--- src/rtl/core/ipv4ft_ram.sv ---
// Generic single-port-write, single-port-read RAM with registered read.
`default_nettype none
module ipv4ft_ram #(
   parameter int unsigned Width = 8,
   parameter int unsigned Depth = 16
) (
   input  wire logic                     clock,
   input  wire logic                     wr_en,
   input  wire logic [$clog2(Depth)-1:0] wr_addr,
   input  wire logic [Width-1:0]         wr_data,
   input  wire logic [$clog2(Depth)-1:0] rd_addr,
   output logic      [Width-1:0]         rd_data
);
   logic [Width-1:0] mem_ff [Depth];

   always_ff @(posedge clock) begin
      if (wr_en) begin
         mem_ff[wr_addr] <= wr_data;
      end
      rd_data <= mem_ff[rd_addr];
   end
endmodule
`default_nettype wire

--- config.mk ---
export PLATFORM = sky130hd
export DESIGN_NAME = ipv4ft_ram
export DESIGN_NICKNAME = d
export VERILOG_FILES = /design/src/rtl/core/ipv4ft_ram.sv
export SDC_FILE = /design/constraint.sdc
export NUM_CORES = 1
export LEC_CHECK = 0
export BUFFER_PORTS_ARGS = -buffer_cell sky130_fd_sc_hd__clkbuf_2
export CAP_MARGIN = 20
export CELL_PAD_IN_SITES_DETAIL_PLACEMENT = 0
export CELL_PAD_IN_SITES_GLOBAL_PLACEMENT = 1
export CORE_MARGIN = 4
export CORE_UTILIZATION = 56
export CTS_BUF_LIST = sky130_fd_sc_hd__clkbuf_8
export DETAILED_ROUTE_END_ITERATION = 7
export GPL_TIMING_DRIVEN = 1
export HOLD_SLACK_MARGIN = 0.02
export PLACE_DENSITY_LB_ADDON = 0.1
export SLEW_MARGIN = 40
export SYNTH_ARGS = -nofsm -noshare
export SYNTH_HDL_FRONTEND = slang
export SYNTH_SLANG_ARGS = --single-unit
export TNS_END_PERCENT = 100
--- constraint.sdc ---
create_clock -name clock -period 2.3 [get_ports clock]
set_clock_uncertainty 0.15 [all_clocks]
set_input_delay 0.115 -clock clock [delete_from_list [all_inputs] [get_ports clock]]
set_output_delay 0.115 -clock clock [all_outputs]
set_load 0.005 [all_outputs]
==> impl_results.md, run 1 <==
- Fillers: 606
- Hpwl dp: 5717 microns
- Placed Cells: 371
- Die ar.: 10790 sq um
- ANT nets after route: 0
- Vias in the first global route: between 2000 and 2500
- FMAX: approximately 0.67 GHz
- Yosys cell types: 19
- Family with the most delay on the worst path: multiplexers
- Req. time, crit path: 2.46 ns
- GRT Total Usage: 18.07%
- Synth area leader: edfxtp_1
- Sequential Power Share: 57.7%
- ANT cells: 0
- First-pass GRT wire length: around 14000 microns
- Largest net degree at the start of global routing: 33
- Remaining global-route overflow: 0
- Clk network pwr share: a little under two fifths
- Number of max-cap violations: 0
- Crit path max-delay cell type: mux4_1
- Clock latency on the worst-skew pair: 0.43 ns
- Synthesized instance count: 229
- Share of cells above drive strength 1: 31.02%
- Core area: about 9000 sq um
- Max-slew violation count: 0
- WL/cell: approximately 22 microns
- Endpoints failing hold: 0
- Residual DRC count: 0
- Initial antenna violation count: 0
- Initial Utilization: 58.17%
- P&R area growth vs syn: 15.51%
- Final wirelength: approximately 9000 microns
- Commonest non-fill, non-tap cell in the layout: edfxtp_1
- Std cell rows: 34
- DRT iter0 DRCs: 108
- Syn. warnings: 0
- Worst Setup End Kind: register
- Sw Pwr: slightly above 1 mW
- PwrDens: between 800 and 900 nW/um^2
- Worst EP arrival: 1.66 ns
- Cell Int Power: ~3.8 mW
- Worst VDD drop: 0.4733 mV
- Final setup vio count: 0
- Synthesized flop and latch total: 136
- Outcome: finished, final reports clean
- Buffers & Inverters on Critical Path: 0
- Type of origin of the critical path: register
- Comb pwr share: 5.4%
- Clock Tree Buf Depth: 2
- Share of Yosys cell area claimed by the top area cell type: between 70% and 80%
- Clock transition at path regs: 0.07 ns
- Fin nets: between 300 and 400
- RSZ-0062 raised after global routing: no
- Vias/cell: 5.859
- Max incr delay on CP: 0.52 ns
- Drt first pass iters: 4
- Setup Total Neg Slack: 0 ns
- Post-route insts no fill: 411
- Avg Cell Area, Syn: 22.48 sq um
- Worst slew pin tran: 0.6804 ns
- Setup CP Type: register to register
- Rel. slew slack: 54.48%
- Post-synthesis sequential area ratio: about 80%
- Top cells by area, synth: edfxtp_1, mux4_2, mux4_1
- CTS Root Cell: clkbuf_8
- Tcrit/Tclk final: 65.16%
- CP max FO: 1
- Count of input and output buffers: 25
- Post-synthesis cell area: 5147 sq um
- Post-route minimum period: 1.499 ns
- Tightest Hold Check Type: input port to register
- CTS Sinks: 136
- CTS tree: built
- Critical-path cell list: mux4_1, a22oi_1, nand2_1
- Mapped Nets: approximately 250
- Leakage: 2.030 nW
- Die Ht: 103.9 microns
- CTS Buf Count: 17
- H-tree depth: 4
- Total number of vias: 2408
- Sw frac: about a fifth
- Die Wd: approximately 100 microns
- Ports: 26
- Commonest non-fill, non-tap cells in the layout: edfxtp_1, clkbuf_2, clkbuf_8
- Gpl congestion: 0.6968
## what timing repair did
| item | CTS | global route |
|---|---|---|
| setup buffers | 0 | 0 |
| endpoints found under the hold margin | 128 | 0 |
| hold buffers | 8 | 0 |
| gates resized for setup | 0 | 0 |
## per-layer routing
| layer | track usage [%] | routed length [microns] | vias to the layer above |
|---|---|---|---|
| met5 | 0 | 0 | - |
| met4 | 5.983 | 97 | 0 |
| met3 | 5.462 | 480 | 8 |
| met2 | 26.42 | 4314 | 73 |
| met1 | 26.40 | 4125 | 1230 |
| li1 | - | - | 1097 |
## sequential cells by signal, summed over array words and instances (netlist names)
| register | flops |
|---|---|
| rd_data | 8 |
| mem_ff | 128 |
## power by group through the flow
stage / Sequential [mW] / Clock [mW] / Combinational, mW
2_1_floorplan: 2.84 / 0 / 0.141
5_1_grt: 2.79 / 1.94 / 0.286
3_5_place_dp: 2.84 / 0 / 0.253
4_1_cts: 2.78 / 1.82 / 0.264
6_report: 2.78 / 1.78 / 0.260
3_3_place_gp: 2.84 / 0 / 0.248
## cells by family (layout without fill, tap and decap cells)
| family | after synthesis | in the layout | share of synthesized area (%) |
|---|---|---|---|
| flip-flops | 136 | 136 | 77.78 |
| AND/OR/NAND/NOR | 35 | 35 | 3.184 |
| AO/OA/AOI/OAI | 16 | 16 | 2.334 |
| multiplexers | 32 | 32 | 15.02 |
| buffers and inverters | 10 | 84 | 1.677 |
## Yosys cell counts, drive strengths merged
cell and n:
edfxtp 128, mux4 32, a22oi 16, nor2 13, nand2 9, dfxtp 8, buf 7, nor3 4
clkdlybuf4s25 3, nand2b 2, nand3b 2, and2 1, and2b 1, nand3 1, nor2b 1, or3b 1
## area by class of cell
cell class / instances / area [sq um] / area share [%]
Timing Repair Buffer: 52 / 372.9 / 6.271
Tap cell: 108 / 135.1 / 2.273
Clock inverter: 12 / 101.3 / 1.705
Sequential cell: 136 / 4004 / 67.34
Clock buffer: 20 / 275.3 / 4.630
Multi-Input combinational cell: 83 / 1057 / 17.78
## final timing paths
check / start / slack, ns / endpoint / depth (start not counted)
min reg2reg: mem_ff[14][2]$_DFFE_PP_ / 0.53 / rd_data[2]$_DFF_P_ / 3
max reg2reg: mem_ff[1][1]$_DFFE_PP_ / 0.80 / rd_data[1]$_DFF_P_ / 3
min: rd_addr[2] / 0.08 / rd_data[3]$_DFF_P_ / 4
max: mem_ff[1][1]$_DFFE_PP_ / 0.80 / rd_data[1]$_DFF_P_ / 3
## per-stage QoR
step | util (%) | hold slack (ns) | cell area, sq um | power, mW | worst slack, ns
floorplan | - | 0.06387 | 5147 | 2.976 | 0.5421
global placement | 62.03 | 0.3378 | 5489 | 3.085 | 0.5636
detailed placement | 62.03 | 0.3410 | 5489 | 3.092 | 0.5592
CTS | 67.19 | 0.06932 | 5946 | 4.868 | 0.7909
global route | 67.19 | 0.1022 | 5946 | 5.015 | 0.7106
finish | 67.19 | 0.08312 | 5946 | 4.826 | 0.8012
## worst register-to-register path: stages (launching register included)
cell      delay, ns
edfxtp_1       0.37
mux4_1         0.52
a22oi_1        0.25
nand2_1        0.10
(Power assumes the default switching activity.)
==> run 2, diff against run 1 <==
Clock period 2.3 ns to 1.45 ns, I/O delays scaled along.
==> impl_results.md, run 2 (synthesis results as in run 1) <==
- Max reg flops: 128
- CTS Buf Count: 17
- ANT nets after route: 0
- Leakage: just over 2 nW
- Initial Utilization: 58.17%
- Share of cells above drive strength 1: 41.51%
- Setup CP Type: register to register
- Biggest regs: mem_ff: 128 flops, rd_data: 8 flops
- Tot Pwr: 7.946 mW
- Die Wd: just over 100 microns
- Tightest Hold Check Type: input port to register
- Placed Cells: 386
- Max-slew violation count: 0
- Tcrit/Tclk final: 97.52%
- Residual DRC count: 0
- Commonest non-fill, non-tap cells in the layout: edfxtp_1, buf_4, mux4_2
- DRT iter0 DRCs: 216
- CP max FO: 1
- Hpwl dp: about 6300 microns
- H-tree depth: 4
- CTS tree: built
- Clock latency on the worst-skew pair: between 0.4 and 0.5 ns
- RSZ-0062 raised after global routing: yes
- Initial antenna violation count: 0
- Worst Setup End Kind: register
- Gpl congestion: slightly below 0.8
- Post-route minimum period: 1.414 ns
- Std cell rows: 34
- WL/cell: 22.27 microns
- Design area: around 6000 sq um
- Worst EP arrival: 1.57 ns
- CTS Sinks: ~140
- Core area: 8848 sq um
- Vias in the first global route: 2632
- Worst slew pin tran: 0.9102 ns
- Endpoints failing hold: 0
- Total number of vias: 2497
- Ports: 26
- CTS Root Cell: clkbuf_8
- Pre-CTS WS: -0.1850 ns
- P&R area growth vs syn: 18.77%
- Outcome: finished, final reports clean
- Final wirelength: 9488 microns
- Clock transition at path regs: 0.08 ns
- Die Ht: 103.9 microns
- GRT Total Usage: about a fifth
- Setup Fix Bufs, Post-CTS: 0
- Final hold slack: 0.008898 ns
- Worst setup margin: 0.03594 ns
- Fin nets: 323
- Placed Area: 5619 sq um
- PwrDens: 1300 nW/um^2
- Drt first pass iters: 5
- Vias/cell: slightly below 6
- Rel. slew slack: 39.10%
- ANT cells: 0
- Die ar.: 10790 sq um
- Biggest register: mem_ff
- Type of origin of the critical path: register
- Post-route insts no fill: roughly 430
- Final setup vio count: 0
- Count of input and output buffers: 25
- Clock Tree Buf Depth: 2
- FMAX: between 0.7 and 0.8 GHz
- First-pass GRT wire length: approximately 15000 microns
- Remaining global-route overflow: 0
- Largest net degree at the start of global routing: 20
- Req. time, crit path: 1.60 ns
- Worst VDD drop: 0.6514 mV
- Commonest non-fill, non-tap cell in the layout: edfxtp_1
- Number of max-cap violations: 0
==> run 2: changes by cell type in the layout (fill, tap and decap cells not counted), sizes merged <==
cell	change
inv	+1
clkbuf	-3
bufinv	+2
buf	+15
==> run 2: what timing repair did <==
action,4_1_cts,5_1_grt
hold endpoints to repair,128,0
endpoints found under the setup margin,6,7
pin swaps,1,6
hold buffers,8,0
resized for setup,8,15
==> run 2: layout make-up <==
type / instances / area, sq um
clock inverters: 15 / 167.7
clock buffers: 17 / 234.0
well taps: 108 / 135.1
repair buffers: 67 / 498.0
flip-flops and latches: 136 / 4004
fillers: 594 / 2735
multi-input cells: 83 / 1075
==> run 2: metal layers <==
metal / part of all wire [%] / GRT usage [%]
met1: 44 / 27.47
met2: 50 / 28.97
met3: 5.9 / 4.407
met4: 0.67 / 7.407
met5: 0 / 0
==> run 2: final timing paths <==
path	slack, ns	startpoint	endpoint	cells after the start
min	0.009	rd_addr[2]	rd_data[2]$_DFF_P_	4
max reg2reg	0.04	mem_ff[0][5]$_DFFE_PP_	rd_data[5]$_DFF_P_	3
min reg2reg	0.52	mem_ff[14][4]$_DFFE_PP_	rd_data[4]$_DFF_P_	3
max	0.04	mem_ff[0][5]$_DFFE_PP_	rd_data[5]$_DFF_P_	3
==> run 2: critical path: stages (launching register included) <==
cell	delay [ns]
edfxtp_1	0.39
mux4_2	0.48
a22oi_2	0.20
nand2_1	0.08
==> run 2: stage by stage <==
stage / utilization, % / TNS [ns]
final: 69.09 / 0
after global routing: 69.09 / -0.002518
after CTS: 69.20 / -0.002044
after detailed placement: 63.50 / -1.659
after global placement: 63.50 / -1.004
after floorplan: - / -1.103
==> run 2: power by group <==
part | internal (mW) | total, mW | leakage (nW) | switching, mW
clock network | 1.68 | 3.06 | 0.201 | 1.38
registers | 4.39 | 4.41 | 1.22 | 0.0244
logic | 0.227 | 0.473 | 0.654 | 0.246
==> run 3, diff against run 2 <==
Settings changed: ABC_AREA set to 1, CORE_UTILIZATION 56 to 51.
==> impl_results.md, run 3 <==
- Post-synthesis cell area: 5767 sq um
- Max reg flops: 128
- Synth area leader: edfxtp_1
- Rel. slew slack: 69.34%
- Post-synthesis sequential area ratio: 69.43%
- Post-synth ARST share: 0%
- DRT iter0 DRCs: 268
- Share of Yosys cell area claimed by the top area cell type: 66.65%
- Die ar.: 13070 sq um
- Clock transition at path regs: 0.08 ns
- Top_reg_cell synth: edfxtp_1
- Vias/cell: 4.934
- Mapped Nets: about 570
- Placed Area: 6161 sq um
- Final hold slack: 0.01691 ns
- Die Ht: 114.3 microns
- Count of input and output buffers: 25
- Pre-CTS WS: approximately 0.13 ns
- Initial antenna violation count: 0
- PwrDens: 1244 nW/um^2
- Buffers & Inverters on Critical Path: 3
- PostCTS Resize Cnt: 0
- Commonest cells in the synthesized netlist: nand2_1, edfxtp_1, inv_1
- Setup CP Type: input port to register
- Total number of vias: 3760
- Design area: 6693 sq um
- Post-route minimum period: 1.373 ns
- CTS Buf Count: 17
- Clock latency on the worst-skew pair: ~0.44 ns
- Leakage: 2.945 nW
- Setup Total Neg Slack: 0 ns
- Core area: 10940 sq um
- Critical-path cell list: dlygate4sd3_1, clkbuf_2, nand3b_1, nor2_1, buf_4
- Share of cells above drive strength 1: between 10% and 20%
- First-pass GRT wire length: 20180 microns
- Residual DRC count: 0
- Family with the most delay on the worst path: buffers and inverters
- Max-slew violation count: 0
- Commonest non-fill, non-tap cells in the layout: nand2_1, edfxtp_1, inv_1
- Biggest regs: mem_ff: 128 flops, rd_data: 8 flops
- H-tree depth: 4
- CP max FO: 8
- Avg Cell Area, Syn: 10.47 sq um
- Number of max-cap violations: 0
- Fin nets: around 630
- Yosys cell types: 12
- Std cell rows: 38
- CTS Root Cell: clkbuf_8
- Crit path max-delay cell type: dlygate4sd3_1
- Drt first pass iters: 5
- Metal2 WL: roughly 6000 microns
- Top Layer Used: met4
- Biggest register: mem_ff
- FMAX: between 0.7 and 0.8 GHz
- Endpoints failing hold: 0
- Synthesized instance count: about 550
- Tcrit/Tclk final: 94.71%
- WL/cell: 16.89 microns
- Remaining global-route overflow: 0
- Cell count of the worst hold path: 1
- Hpwl dp: a little over 8000 microns
- DRT met1 WL: approximately 5800 microns
- ANT cells: 0
- Outcome: finished, final reports clean
- Vias in the first global route: 3675
- Final setup vio count: 0
- Worst setup margin: roughly 0.077 ns
- Post-synth EDFFs: 128
- Critical path depth: 5
- CTS tree: built
- Syn. warnings: 0
- Worst reg-to-reg path cell count: 6
- ANT nets after route: 0
- Gpl congestion: roughly 0.81
- RSZ-0062 raised after global routing: no
- Die Wd: 114.3 microns
- Type of origin of the critical path: input port
- Largest net degree at the start of global routing: 48
- Worst VDD drop: 0.6413 mV
- P&R area growth vs syn: 16.06%
- CTS Sinks: roughly 140
- Worst Setup End Kind: register
- Worst EP arrival: 1.36 ns
- Final wirelength: 12870 microns
- Metal3 WL: ~760 microns
- Commonest non-fill, non-tap cell in the layout: nand2_1
- Count leader, synth: nand2_1
- Synthesized flop and latch total: 136
- Initial Utilization: between 50 and 60%
- GRT Total Usage: 21.12%
- Ports: 26
- Top cells by area, synth: edfxtp_1, nand2_1, nand3_1
- Req. time, crit path: 1.43 ns
- Max incr delay on CP: 0.53 ns
- Tot Pwr: 8.329 mW
- Tightest Hold Check Type: input port to register
- Worst slew pin tran: 0.4599 ns
- Clock Tree Buf Depth: 2
run 3: changes by cell type after synthesis, sizes merged, moves of 2 or more:
cell	previous run	this run
inv	0	102
nand2	9	173
a22oi	16	0
nand3	1	97
mux4	32	0
nor3	4	0
clkdlybuf4s25	3	0
buf	7	24
nand2b	2	0
nor2	13	17
run 3: cells by family (layout without fill, tap and decap cells):
kind of cell	after synthesis	in the layout	share of synthesized area [%]
flip-flops	136	136	69.43
buffers and inverters	126	197	9.525
AND/OR/NAND/NOR	289	289	21.05
run 3: final timing paths:
check | start | endpoint | slack (ns)
worst max register to register | mem_ff[3][6]$_DFFE_PP_ | rd_data[6]$_DFF_P_ | 0.29
worst min register to register | mem_ff[6][2]$_DFFE_PP_ | rd_data[2]$_DFF_P_ | 0.53
worst min-delay path | wr_data[1] | mem_ff[6][1]$_DFFE_PP_ | 0.02
worst max-delay path | wr_addr[3] | mem_ff[4][7]$_DFFE_PP_ | 0.08
run 3: cell type report:
class                      instances  area [sq um]
timing repair buffer              63         485.5
inverter                         102         382.9
tap                              140         175.2
sequential                       136          4004
multi-input combinational        289          1214
clock inverter                    14         183.9
clock buffer                      18         247.7
fill                             958          4243
run 3: metal layers:
metal | vias to the layer above | GRT usage, %
met5 | - | 0
met4 | 0 | 6.651
met3 | 12 | 3.964
met2 | 109 | 33.84
met1 | 1751 | 29.50
li1 | 1888 | -
run 3: power breakdown:
part | switching, mW | internal [mW] | total [mW] | leakage (nW)
Sequential | 0.0255 | 4.39 | 4.41 | 1.22
Combinational | 0.382 | 0.197 | 0.579 | 1.50
Clock | 1.43 | 1.90 | 3.34 | 0.221
Total | 1.84 | 6.49 | 8.33 | 2.94
run 3: stage by stage:
step                      std cells  utilization (%)
after global placement          720            56.34
final                           762            61.20
after floorplan                 551                -
after detailed placement        720            56.34
after global routing            762            61.20
after CTS                       762            61.20
run 3: repair_timing:
item,CTS,global route
hold endpoints to repair,91,0
setup buffers,0,0
hold buffers,10,0
